**src/hw/rtl/rsr_pkg.sv**
```systemverilog
// Shared types and constants for the row span rasterizer.
// Used by rsr_front, rsr_queue, rsr_back and the top level; depends on nothing.
package rsr_pkg;

  typedef enum logic [2:0] {
    OP_CLEAR  = 3'd0,
    OP_HLINE  = 3'd1,
    OP_VLINE  = 3'd2,
    OP_RECT   = 3'd3,
    OP_CIRCLE = 3'd4
  } op_t;

  // Span items carry a finished first/last pair, circle items need the root.
  typedef enum logic {
    KIND_SPAN = 1'b0,
    KIND_CIRC = 1'b1
  } kind_t;

  typedef struct packed {
    logic  vld;
    kind_t kind;
  } item_ctl_t;

  localparam logic [1:0] REG_FRAME_WIDTH  = 2'd0;
  localparam logic [1:0] REG_FRAME_HEIGHT = 2'd1;
  localparam logic [1:0] REG_ROW_STRIDE   = 2'd2;

  localparam int FIELD_W   = 16;
  localparam int ROW_W     = 12;
  localparam int RAD_W     = 14;
  localparam int COLOR_W   = 24;
  localparam int ADDR_W    = 28;
  localparam int FRAME_W   = 13;
  localparam int STRIDE_W  = 16;
  localparam int SQ_IN_W   = 2 * RAD_W;
  localparam int SQ_STEPS  = RAD_W;
  localparam int SQ_REM_W  = RAD_W + 1;

  localparam logic [FRAME_W-1:0] FRAME_MAX = 13'd4096;
  localparam int BYTES_PER_PIXEL = 3;
  localparam int QUEUE_DEPTH     = 4;

  // Internal signed coordinate width: room for coordinate plus or minus a radius.
  function automatic int coord_iw(input int cb);
    return ((cb > 15) ? cb : 15) + 2;
  endfunction

  // Queue entry: row, two coordinates, radius, colour.
  function automatic int pay_w(input int iw);
    return ROW_W + 2 * iw + RAD_W + COLOR_W;
  endfunction

endpackage

```
**src/hw/rtl/rsr_front.sv**
```systemverilog
// Front end: accepts a draw command and classifies it for one scan row.
// Drops rows the command misses; depends on rsr_pkg.
module rsr_front #(
  parameter int COORD_BITS = 16
) (
  input  logic                               start,
  input  logic                               busy,
  input  logic [2:0]                         in_op,
  input  logic [7:0]                         in_color_red,
  input  logic [7:0]                         in_color_green,
  input  logic [7:0]                         in_color_blue,
  input  logic [rsr_pkg::FIELD_W-1:0]        in_scan_row,
  input  logic [rsr_pkg::FIELD_W-1:0]        in_x_a,
  input  logic [rsr_pkg::FIELD_W-1:0]        in_y_a,
  input  logic [rsr_pkg::FIELD_W-1:0]        in_x_b,
  input  logic [rsr_pkg::FIELD_W-1:0]        in_y_b,
  input  logic [7:0]                         in_thickness,
  input  logic [rsr_pkg::RAD_W-1:0]          in_radius,
  input  logic [rsr_pkg::FRAME_W-1:0]        w_sat,
  input  logic [rsr_pkg::FRAME_W-1:0]        h_sat,
  output rsr_pkg::item_ctl_t                 push,
  output logic [rsr_pkg::pay_w(rsr_pkg::coord_iw(COORD_BITS))-1:0] push_pay
);
  import rsr_pkg::*;

  localparam int IW       = coord_iw(COORD_BITS);
  localparam int LOW_BITS = (COORD_BITS < FIELD_W) ? COORD_BITS : FIELD_W;
  localparam bit SIGN_EXT = (COORD_BITS <= FIELD_W);

  function automatic logic signed [IW-1:0] coord(input logic [FIELD_W-1:0] v);
    logic [IW-1:0] ext;
    ext = '0;
    for (int i = 0; i < LOW_BITS; i++) ext[i] = v[i];
    for (int i = LOW_BITS; i < IW; i++) ext[i] = SIGN_EXT & v[LOW_BITS-1];
    return signed'(ext);
  endfunction

  logic signed [IW-1:0] row, xa, ya, xb, yb, half, rad, dy, lo, hi;
  logic                 hit, row_ok;
  kind_t                kind;

  always_comb begin
    row  = coord(in_scan_row);
    xa   = coord(in_x_a);
    ya   = coord(in_y_a);
    xb   = coord(in_x_b);
    yb   = coord(in_y_b);
    half = signed'(IW'(in_thickness[7:1]));
    rad  = signed'(IW'(in_radius));
    dy   = row - ya;
    hit  = 1'b0;
    kind = KIND_SPAN;
    lo   = xa;
    hi   = xb;
    case (op_t'(in_op))
      OP_CLEAR: begin
        hit = 1'b1;
        lo  = '0;
        hi  = signed'(IW'(w_sat) - IW'(1));
      end
      OP_HLINE: begin
        hit = (row >= ya - half) && (row <= ya + half);
      end
      OP_VLINE: begin
        hit = (row >= ya) && (row <= yb);
        lo  = xa - half;
        hi  = xa + half;
      end
      OP_RECT: begin
        hit = (row >= ya) && (row <= yb);
      end
      OP_CIRCLE: begin
        // rows cy-r .. cy+r-1; carry |dy| in place of the last column
        hit  = (dy >= -rad) && (dy < rad);
        kind = KIND_CIRC;
        hi   = dy[IW-1] ? -dy : dy;
      end
      default: begin
        hit = 1'b0;
      end
    endcase
    row_ok    = (row >= 0) && (row < signed'(IW'(h_sat)));
    push.vld  = start && !busy && hit && row_ok;
    push.kind = kind;
    push_pay  = {row[ROW_W-1:0], lo, hi, in_radius,
                 in_color_blue, in_color_green, in_color_red};
  end

endmodule

```
**src/hw/rtl/rsr_queue.sv**
```systemverilog
// Short queue between the front end and the back end.
// Holds classified items; depends on rsr_pkg.
module rsr_queue #(
  parameter int WIDTH = 8
) (
  input  logic               clk,
  input  logic               rst_n,
  input  rsr_pkg::item_ctl_t push,
  input  logic [WIDTH-1:0]   push_pay,
  output logic               full,
  output rsr_pkg::item_ctl_t head,
  output logic [WIDTH-1:0]   head_pay
);
  import rsr_pkg::*;

  localparam int PTR_W = $clog2(QUEUE_DEPTH);
  localparam int CNT_W = $clog2(QUEUE_DEPTH + 1);

  kind_t            mem_kind [QUEUE_DEPTH];
  logic [WIDTH-1:0] mem_pay  [QUEUE_DEPTH];
  logic [PTR_W-1:0] wptr_r, wptr_nxt, rptr_r, rptr_nxt;
  logic [CNT_W-1:0] count_r, count_nxt;
  logic             pop;

  // The back end takes the head entry every cycle it is present.
  always_comb begin
    pop       = (count_r != '0);
    full      = (count_r == CNT_W'(QUEUE_DEPTH));
    head.vld  = pop;
    head.kind = mem_kind[rptr_r];
    head_pay  = mem_pay[rptr_r];
    wptr_nxt  = push.vld ? PTR_W'(wptr_r + 1'b1) : wptr_r;
    rptr_nxt  = pop ? PTR_W'(rptr_r + 1'b1) : rptr_r;
    count_nxt = CNT_W'(count_r + CNT_W'(push.vld) - CNT_W'(pop));
  end

  always_ff @(posedge clk) begin
    if (push.vld) begin
      mem_kind[wptr_r] <= push.kind;
      mem_pay[wptr_r]  <= push_pay;
    end
  end

  always_ff @(posedge clk) begin
    if (!rst_n) begin
      wptr_r  <= '0;
      rptr_r  <= '0;
      count_r <= '0;
    end else begin
      wptr_r  <= wptr_nxt;
      rptr_r  <= rptr_nxt;
      count_r <= count_nxt;
    end
  end

endmodule

```
**src/hw/rtl/rsr_back.sv**
```systemverilog
// Back end: circle half-width by pipelined square root, clip, address.
// One item per clock through a fixed-length pipeline; depends on rsr_pkg.
module rsr_back #(
  parameter int COORD_BITS = 16
) (
  input  logic                               clk,
  input  logic                               rst_n,
  input  rsr_pkg::item_ctl_t                 head,
  input  logic [rsr_pkg::pay_w(rsr_pkg::coord_iw(COORD_BITS))-1:0] head_pay,
  input  logic [rsr_pkg::FRAME_W-1:0]        w_sat,
  input  logic [rsr_pkg::STRIDE_W-1:0]       row_stride,
  output logic                               out_valid,
  output logic [rsr_pkg::ROW_W-1:0]          out_span_row,
  output logic [rsr_pkg::ROW_W-1:0]          out_span_x_first,
  output logic [rsr_pkg::ROW_W-1:0]          out_span_x_last,
  output logic [rsr_pkg::ADDR_W-1:0]         out_span_address,
  output logic [7:0]                         out_blue,
  output logic [7:0]                         out_green,
  output logic [7:0]                         out_red
);
  import rsr_pkg::*;

  localparam int IW      = coord_iw(COORD_BITS);
  localparam int PW      = pay_w(IW);
  localparam int RAD_LSB = COLOR_W;
  localparam int B_LSB   = RAD_LSB + RAD_W;
  localparam int A_LSB   = B_LSB + IW;
  localparam int ROW_LSB = A_LSB + IW;

  // ---- multiply stage: r*r and dy*dy
  item_ctl_t            m_ctl_r;
  logic [PW-1:0]        m_pay_r;
  logic [SQ_IN_W-1:0]   m_rr_r, m_dd_r;
  logic [RAD_W-1:0]     h_rad, h_dmag;

  assign h_rad  = head_pay[RAD_LSB +: RAD_W];
  assign h_dmag = head_pay[B_LSB +: RAD_W];

  always_ff @(posedge clk) begin
    m_pay_r <= head_pay;
    m_rr_r  <= SQ_IN_W'(h_rad) * SQ_IN_W'(h_rad);
    m_dd_r  <= SQ_IN_W'(h_dmag) * SQ_IN_W'(h_dmag);
    if (!rst_n) m_ctl_r <= '0;
    else        m_ctl_r <= head;
  end

  // ---- square root pipeline, one root bit per stage
  item_ctl_t            sq_ctl_r  [SQ_STEPS+1];
  logic [PW-1:0]        sq_pay_r  [SQ_STEPS+1];
  logic [SQ_REM_W-1:0]  sq_rem_r  [SQ_STEPS+1];
  logic [RAD_W-1:0]     sq_root_r [SQ_STEPS+1];
  logic [SQ_IN_W-1:0]   sq_n_r    [SQ_STEPS];

  always_ff @(posedge clk) begin
    sq_pay_r[0]  <= m_pay_r;
    sq_n_r[0]    <= m_rr_r - m_dd_r;
    sq_rem_r[0]  <= '0;
    sq_root_r[0] <= '0;
    if (!rst_n) sq_ctl_r[0] <= '0;
    else        sq_ctl_r[0] <= m_ctl_r;
  end

  for (genvar k = 0; k < SQ_STEPS; k++) begin : g_sq
    logic [SQ_REM_W+1:0] rem2, trial;
    logic                ge;
    logic [SQ_REM_W-1:0] rem_nxt;
    logic [RAD_W-1:0]    root_nxt;

    always_comb begin
      rem2     = {sq_rem_r[k], sq_n_r[k][SQ_IN_W-1 -: 2]};
      trial    = {1'b0, sq_root_r[k], 2'b01};
      ge       = (rem2 >= trial);
      rem_nxt  = ge ? SQ_REM_W'(rem2 - trial) : SQ_REM_W'(rem2);
      root_nxt = {sq_root_r[k][RAD_W-2:0], ge};
    end

    always_ff @(posedge clk) begin
      sq_pay_r[k+1]  <= sq_pay_r[k];
      sq_rem_r[k+1]  <= rem_nxt;
      sq_root_r[k+1] <= root_nxt;
      if (!rst_n) sq_ctl_r[k+1] <= '0;
      else        sq_ctl_r[k+1] <= sq_ctl_r[k];
    end

    if (k < SQ_STEPS - 1) begin : g_shift
      always_ff @(posedge clk) begin
        sq_n_r[k+1] <= {sq_n_r[k][SQ_IN_W-3:0], 2'b00};
      end
    end
  end

  // ---- round and form the run
  logic                 r_vld_r;
  logic signed [IW-1:0] r_lo_r, r_hi_r;
  logic [ROW_W-1:0]     r_row_r;
  logic [COLOR_W-1:0]   r_col_r;
  logic [RAD_W-1:0]     s_root;
  logic [SQ_REM_W-1:0]  s_rem;
  logic signed [IW-1:0] dx, s_a, s_b, lo_nxt, hi_nxt;
  logic [PW-1:0]        s_pay;

  always_comb begin
    s_pay  = sq_pay_r[SQ_STEPS];
    s_root = sq_root_r[SQ_STEPS];
    s_rem  = sq_rem_r[SQ_STEPS];
    s_a    = signed'(s_pay[A_LSB +: IW]);
    s_b    = signed'(s_pay[B_LSB +: IW]);
    // round half up: bump when the remainder exceeds the root
    dx     = signed'(IW'(s_root) + IW'(s_rem > SQ_REM_W'(s_root)));
    if (sq_ctl_r[SQ_STEPS].kind == KIND_CIRC) begin
      lo_nxt = s_a - dx;
      hi_nxt = s_a + dx - signed'(IW'(1));
    end else begin
      lo_nxt = s_a;
      hi_nxt = s_b;
    end
  end

  always_ff @(posedge clk) begin
    r_lo_r  <= lo_nxt;
    r_hi_r  <= hi_nxt;
    r_row_r <= s_pay[ROW_LSB +: ROW_W];
    r_col_r <= s_pay[COLOR_W-1:0];
    if (!rst_n) r_vld_r <= 1'b0;
    else        r_vld_r <= sq_ctl_r[SQ_STEPS].vld;
  end

  // ---- clip to the frame width, drop empty runs
  logic                 c_vld_r, c_vld_nxt;
  logic [ROW_W-1:0]     c_lo_r, c_hi_r, c_row_r;
  logic [COLOR_W-1:0]   c_col_r;
  logic signed [IW-1:0] w_last, lo_c, hi_c;

  always_comb begin
    w_last    = signed'(IW'(w_sat) - IW'(1));
    lo_c      = (r_lo_r < 0) ? '0 : r_lo_r;
    hi_c      = (r_hi_r > w_last) ? w_last : r_hi_r;
    c_vld_nxt = r_vld_r && (lo_c <= hi_c);
  end

  always_ff @(posedge clk) begin
    c_lo_r  <= lo_c[ROW_W-1:0];
    c_hi_r  <= hi_c[ROW_W-1:0];
    c_row_r <= r_row_r;
    c_col_r <= r_col_r;
    if (!rst_n) c_vld_r <= 1'b0;
    else        c_vld_r <= c_vld_nxt;
  end

  // ---- byte offset and output register
  logic                out_valid_r;
  logic [ROW_W-1:0]    out_row_r, out_first_r, out_last_r;
  logic [ADDR_W-1:0]   out_addr_r, addr_nxt;
  logic [COLOR_W-1:0]  out_col_r;

  assign addr_nxt = ADDR_W'(c_row_r) * ADDR_W'(row_stride)
                  + ADDR_W'(c_lo_r) * ADDR_W'(BYTES_PER_PIXEL);

  always_ff @(posedge clk) begin
    out_row_r   <= c_row_r;
    out_first_r <= c_lo_r;
    out_last_r  <= c_hi_r;
    out_addr_r  <= addr_nxt;
    out_col_r   <= c_col_r;
    if (!rst_n) out_valid_r <= 1'b0;
    else        out_valid_r <= c_vld_r;
  end

  assign out_valid        = out_valid_r;
  assign out_span_row     = out_row_r;
  assign out_span_x_first = out_first_r;
  assign out_span_x_last  = out_last_r;
  assign out_span_address = out_addr_r;
  assign out_blue         = out_col_r[23:16];
  assign out_green        = out_col_r[15:8];
  assign out_red          = out_col_r[7:0];

endmodule

```
**src/hw/rtl/shape_row_span_rasterizer_top.sv**
```systemverilog
// Top level of the row span rasterizer: config registers and the
// front end / queue / back end chain. Depends on rsr_pkg, rsr_front, rsr_queue, rsr_back.
//
//   channel   ports                                   handshake
//   -------   -------------------------------------   -------------------------------
//   input     in_op .. in_radius                      beat taken when start && !busy
//   result    out_span_* , out_blue/green/red         one-cycle beat marked by out_valid
//   config    psel penable pwrite paddr pwdata prdata write on psel&&penable&&pwrite
//
// One command beat per clock. A beat that yields a run goes through the queue,
// multiply, 14-stage square root, round, clip and output registers to out_valid.
// Reset is synchronous, active low; registers return to 640 x 480, stride 1920.
// busy rises only when the four-entry queue is full; the back end drains one entry
// every clock, so busy stays low. Results cannot be held off by the receiver.
module shape_row_span_rasterizer_top #(
  parameter int COORD_BITS = 16
) (
  input  logic        clk,
  input  logic        rst_n,
  // command channel
  input  logic        start,
  output logic        busy,
  input  logic [2:0]  in_op,
  input  logic [7:0]  in_color_red,
  input  logic [7:0]  in_color_green,
  input  logic [7:0]  in_color_blue,
  input  logic [15:0] in_scan_row,
  input  logic [15:0] in_x_a,
  input  logic [15:0] in_y_a,
  input  logic [15:0] in_x_b,
  input  logic [15:0] in_y_b,
  input  logic [7:0]  in_thickness,
  input  logic [13:0] in_radius,
  // result channel
  output logic        out_valid,
  output logic [11:0] out_span_row,
  output logic [11:0] out_span_x_first,
  output logic [11:0] out_span_x_last,
  output logic [27:0] out_span_address,
  output logic [7:0]  out_blue,
  output logic [7:0]  out_green,
  output logic [7:0]  out_red,
  // register port
  input  logic        psel,
  input  logic        penable,
  input  logic        pwrite,
  input  logic [3:0]  paddr,
  input  logic [31:0] pwdata,
  output logic [31:0] prdata,
  output logic        pready
);
  import rsr_pkg::*;

  localparam int IW = coord_iw(COORD_BITS);
  localparam int PW = pay_w(IW);

  // ---- configuration registers
  logic [FRAME_W-1:0]  fw_r, fw_nxt, fh_r, fh_nxt, w_sat, h_sat;
  logic [STRIDE_W-1:0] stride_r, stride_nxt;
  logic                wr_en;

  assign pready = 1'b1;
  assign wr_en  = psel && penable && pwrite;

  always_comb begin
    fw_nxt     = fw_r;
    fh_nxt     = fh_r;
    stride_nxt = stride_r;
    if (wr_en) begin
      case (paddr[3:2])
        REG_FRAME_WIDTH:  fw_nxt     = pwdata[FRAME_W-1:0];
        REG_FRAME_HEIGHT: fh_nxt     = pwdata[FRAME_W-1:0];
        REG_ROW_STRIDE:   stride_nxt = pwdata[STRIDE_W-1:0];
        default: ;
      endcase
    end
  end

  always_comb begin
    case (paddr[3:2])
      REG_FRAME_WIDTH:  prdata = 32'(fw_r);
      REG_FRAME_HEIGHT: prdata = 32'(fh_r);
      REG_ROW_STRIDE:   prdata = 32'(stride_r);
      default:          prdata = '0;
    endcase
  end

  always_ff @(posedge clk) begin
    if (!rst_n) begin
      fw_r     <= 13'd640;
      fh_r     <= 13'd480;
      stride_r <= 16'd1920;
    end else begin
      fw_r     <= fw_nxt;
      fh_r     <= fh_nxt;
      stride_r <= stride_nxt;
    end
  end

  // Clip limits saturate at the largest frame.
  assign w_sat = (fw_r > FRAME_MAX) ? FRAME_MAX : fw_r;
  assign h_sat = (fh_r > FRAME_MAX) ? FRAME_MAX : fh_r;

  // ---- front end: take the beat, drop missed rows, classify
  item_ctl_t     q_push, q_head;
  logic [PW-1:0] q_push_pay, q_head_pay;
  logic          q_full;

  assign busy = q_full;

  rsr_front #(
    .COORD_BITS (COORD_BITS)
  ) u_front (
    .start          (start),
    .busy           (q_full),
    .in_op          (in_op),
    .in_color_red   (in_color_red),
    .in_color_green (in_color_green),
    .in_color_blue  (in_color_blue),
    .in_scan_row    (in_scan_row),
    .in_x_a         (in_x_a),
    .in_y_a         (in_y_a),
    .in_x_b         (in_x_b),
    .in_y_b         (in_y_b),
    .in_thickness   (in_thickness),
    .in_radius      (in_radius),
    .w_sat          (w_sat),
    .h_sat          (h_sat),
    .push           (q_push),
    .push_pay       (q_push_pay)
  );

  // ---- queue: decouple front and back
  rsr_queue #(
    .WIDTH (PW)
  ) u_queue (
    .clk      (clk),
    .rst_n    (rst_n),
    .push     (q_push),
    .push_pay (q_push_pay),
    .full     (q_full),
    .head     (q_head),
    .head_pay (q_head_pay)
  );

  // ---- back end: root, clip, address, output register
  rsr_back #(
    .COORD_BITS (COORD_BITS)
  ) u_back (
    .clk              (clk),
    .rst_n            (rst_n),
    .head             (q_head),
    .head_pay         (q_head_pay),
    .w_sat            (w_sat),
    .row_stride       (stride_r),
    .out_valid        (out_valid),
    .out_span_row     (out_span_row),
    .out_span_x_first (out_span_x_first),
    .out_span_x_last  (out_span_x_last),
    .out_span_address (out_span_address),
    .out_blue         (out_blue),
    .out_green        (out_green),
    .out_red          (out_red)
  );

  // ---- checks
  a_run_ordered: assert property (@(posedge clk) disable iff (!rst_n)
    out_valid |-> (out_span_x_first <= out_span_x_last))
    else $error("emitted run has first column after last column");

  a_run_in_width: assert property (@(posedge clk) disable iff (!rst_n)
    out_valid |-> ({1'b0, out_span_x_last} < w_sat))
    else $error("emitted run extends past the frame width");

  a_row_in_height: assert property (@(posedge clk) disable iff (!rst_n)
    out_valid |-> ({1'b0, out_span_row} < h_sat))
    else $error("emitted row lies outside the frame height");

  a_no_overrun: assert property (@(posedge clk) disable iff (!rst_n)
    q_push.vld |-> !q_full)
    else $error("queue written while full");

endmodule

```
**config.mk**
```make
export PLATFORM = sky130hd
export DESIGN_NAME = shape_row_span_rasterizer_top
export DESIGN_NICKNAME = d
export VERILOG_FILES = /design/src/hw/rtl/rsr_pkg.sv /design/src/hw/rtl/rsr_front.sv /design/src/hw/rtl/rsr_queue.sv /design/src/hw/rtl/rsr_back.sv /design/src/hw/rtl/shape_row_span_rasterizer_top.sv
export SDC_FILE = /design/constraint.sdc
export NUM_CORES = 2
export LEC_CHECK = 0
export BUFFER_PORTS_ARGS = -buffer_cell sky130_fd_sc_hd__buf_2
export CORE_MARGIN = 2
export CORE_UTILIZATION = 62
export DETAILED_ROUTE_END_ITERATION = 12
export PLACE_DENSITY_LB_ADDON = 0.08
export REMOVE_ABC_BUFFERS = 1
export SLEW_MARGIN = 15
export SYNTH_ARGS = -nofsm -noshare
export SYNTH_HDL_FRONTEND = slang
export SYNTH_SLANG_ARGS = --single-unit
```
**constraint.sdc**
```tcl
create_clock -name clk -period 9 [get_ports clk]
set_input_delay 0 -clock clk [delete_from_list [all_inputs] [get_ports clk]]
set_output_delay 0 -clock clk [all_outputs]
set_load 0.05 [all_outputs]
```
==> flow_metrics.py <==
metrics = {
    "floorplan": {
        "initial_core_util_pct": 62.57,
        "num_rows": 139,
        "die_area_sq_mm": 0.1484,
        "ios": 294,
        "die_h_um": 385.2,
        "die_w_um": 385.2,
        "core_sq_mm": 0.1440,
    },
    "clock_tree": {
        "insertion_delay_ns": 0.83,
        "cts.clk_slew.worst_paths_ns": 0.06,
        "cts_buffer_depth": 3,
        "cts.sinks": 2349,
        "cts_setup_buffers": 0,
        "cts_buffers": 211,
        "root_buffer": "clkbuf_16",
        "cts.htree.levels": 4,
        "holdBufCountCts": 185,
        "tritoncts": "done",
        "cts_resized": 0,
    },
    "sta": {
        "min_period_ns": 7.900,
        "skew_ns": 0.06654,
        "setup_viol": 0,
        "period_share_pct": 87.78,
        "report.final.slew_viol_count": 0,
        "fmax_mhz": 126.6,
        "max_slew_margin_pct": 25.18,
        "rsz0062_at_grt": "no",
        "hold_violations": 0,
        "worstMarginPinSlew_ns": 1.114,
    },
    "routing": {
        "dr.pass1.iters": 6,
        "routed_wl_um": 177400,
        "viasPerCell": 5.275,
        "num_vias": 53550,
        "drt-initial-drc-count": 3090,
        "routedWlPerCell_um": 17.47,
        "ant_nets": 0,
        "drc": 0,
    },
    "placed_design": {
        "dpl.hpwl_um": 124500,
        "numPortBuffers": 257,
        "postPlaceCellArea_sq_mm": 0.09362,
        "routabilityCongestion": 0.9142,
    },
    "logic_synthesis": {
        "ys_seq_elements": 2349,
        "yosys.area.top_type_share_pct": 44.55,
        "netlist_area_sq_mm": 0.09010,
        "syn_inst": 7509,
        "synth_edf_count": 344,
        "ys_seq_area_share_pct": 56.02,
        "yosysWarnings": 0,
        "avgSynthCellArea_sq_um": 12.00,
        "yosysUniqueCellTypes": 79,
        "synth.largest_area_cell": "dfxtp_1",
        "synth_flop_cell": "dfxtp_1",
        "synth_async_sr_flop_share_pct": 0,
        "ys_top_cells_by_area": "dfxtp_1, edfxtp_1, ha_1, fa_1, inv_1",
    },
    "grt": {
        "grt_max_degree": 87,
        "grt_pass1_wl_um": 282700,
        "grt_usage_pct": 24.09,
        "grt_pass1_vias": 54280,
        "overflow": 0,
        "antenna_found_initial": 20,
    },
    "cells_and_area": {
        "drive_gt1_share_pct": 9.984,
        "layout_common_cells": "dfxtp_1, inv_1, ha_1",
        "nets": 9303,
        "final_cell_area_sq_mm": 0.1029,
        "syn2layout_area_growth_pct": 14.25,
        "layout_commonest_cell": "dfxtp_1",
    },
    "hold_path": {
        "hold_path_class": "in -> reg",
    },
    "critical_path": {
        "path_class": "reg -> reg",
        "arrival_ns": 8.61,
        "cp_max_fo": 66,
        "required_ns": 9.71,
        "critPathCaptureType": "register",
        "start_kind": "register",
    },
    "outcome": {
        "outcome": "finished clean",
    },
    "job": {
        "cap_violations": 0,
    },
}
cells by family after synthesis:
kind of cell	after synthesis	share of synthesized area, %
and+or+nand+nor	1575	8.394
DFF	2349	56.02
adders and majority gates	1066	18.17
AOI/OAI and AO/OA	986	6.912
xor gates and xnor gates	346	3.364
buffers and inverters	1009	4.286
muxes	176	2.851
other	2	0.008336
through the flow:
| step | hold slack (ns) | TNS (ns) | cells | util (%) | worst slack (ns) |
|---|---|---|---|---|---|
| finish | 0.07376 | 0 | 10150 | 71.48 | 1.100 |
| global route | 0.03196 | 0 | 10150 | 71.48 | 0.5725 |
| CTS | 0.002278 | 0 | 10150 | 71.47 | 1.118 |
| detailed placement | 0.2175 | 0 | 9571 | 65.01 | 1.133 |
| global placement | 0.2109 | 0 | 9571 | 65.01 | 1.250 |
| floorplan | 0.07183 | -30.27 | 7354 | - | -1.387 |
cell usage after synthesis, types with 17 or more instances:
| cell type | instances |
|---|---|
| mux4_2 | 59 |
| a21boi_0 | 21 |
| buf_4 | 17 |
| nand4_1 | 47 |
| or3_1 | 31 |
| nor3_1 | 120 |
| and2_1 | 157 |
| mux2_2 | 55 |
| nor2b_1 | 76 |
| mux2i_1 | 62 |
| o21ai_0 | 222 |
| or2_2 | 28 |
| edfxtp_1 | 344 |
| a21oi_1 | 287 |
| nand2b_1 | 61 |
| nor4_1 | 31 |
| fa_1 | 404 |
| a21o_1 | 106 |
| and3_1 | 31 |
| a31oi_1 | 24 |
| nor2_1 | 389 |
| o211ai_1 | 21 |
| clkbuf_1 | 134 |
| ha_1 | 662 |
| nand2_1 | 470 |
| a211oi_1 | 33 |
| o31ai_1 | 31 |
| o21ai_1 | 20 |
| xnor2_1 | 243 |
| nand3_1 | 82 |
| o21bai_1 | 30 |
| xor2_1 | 103 |
| dfxtp_1 | 2005 |
| inv_1 | 837 |
| o21a_1 | 71 |
sequential cells by signal, indices dropped and copies added (netlist names), 28 cells and up, named ones only:
register and flops:
u_back.sq_n_r 210, u_back.out_span_address 28, u_back.sq_rem_r 195, u_back.m_pay_r 72
u_back.sq_root_r 105, u_back.sq_ctl_r 30, u_queue.mem_pay 340, u_back.sq_pay_r 1065
area by class of cell:
class,count,area (sq um)
tap,1903,2381
timing repair buffer,499,3603
multi-input combinational,4167,35870
clock inverter,101,1426
clock buffer,289,6023
sequential,2349,50480
inverter,838,3146
fill,9963,41060
antenna,6,15.01
layer usage:
metal,up-vias,GRT usage (%),share of wire [%]
li1,26120,-,-
met1,25680,32.36,44
met2,1403,40.39,48
met3,337,4.155,5.5
met4,16,6.723,2.4
met5,-,0,0.054
path summary, 6_finish.rpt:
| path | cells after the start | to | start | slack [ns] |
|---|---|---|---|---|
| min reg2reg | 0 | u_back.sq_n_r[0][79] | u_back.sq_n_r[0][49] | 0.27 |
| min | 2 | u_queue.mem_pay[1][36] | in_radius[12] | 0.07 |
| max reg2reg | 23 | u_back.m_dd_r[26] | register | 1.10 |
| max | 23 | u_back.m_dd_r[26] | register | 1.10 |
critical path, cell delays in order, from the launching register on:
cell and delay, ns:
dfxtp_4 0.54, buf_12 0.36, mux2_2 0.39, o21ai_0 0.18, buf_4 0.26, inv_1 0.18
nand2_1 0.16, inv_1 0.07, fa_1 0.53, fa_1 0.45, fa_1 0.52, inv_1 0.05
fa_1 0.47, inv_1 0.05, fa_1 0.57, fa_1 0.43, ha_1 0.37, nand4_1 0.10
nor4b_1 0.39, o221ai_1 0.27, a2111oi_0 0.73, o21ai_0 0.23, o211ai_1 0.26, xor2_1 0.17
Power is left out: the tool's default activity adds up to more than one toggle a clock period on the data nets, which glitch-free logic cannot reach.
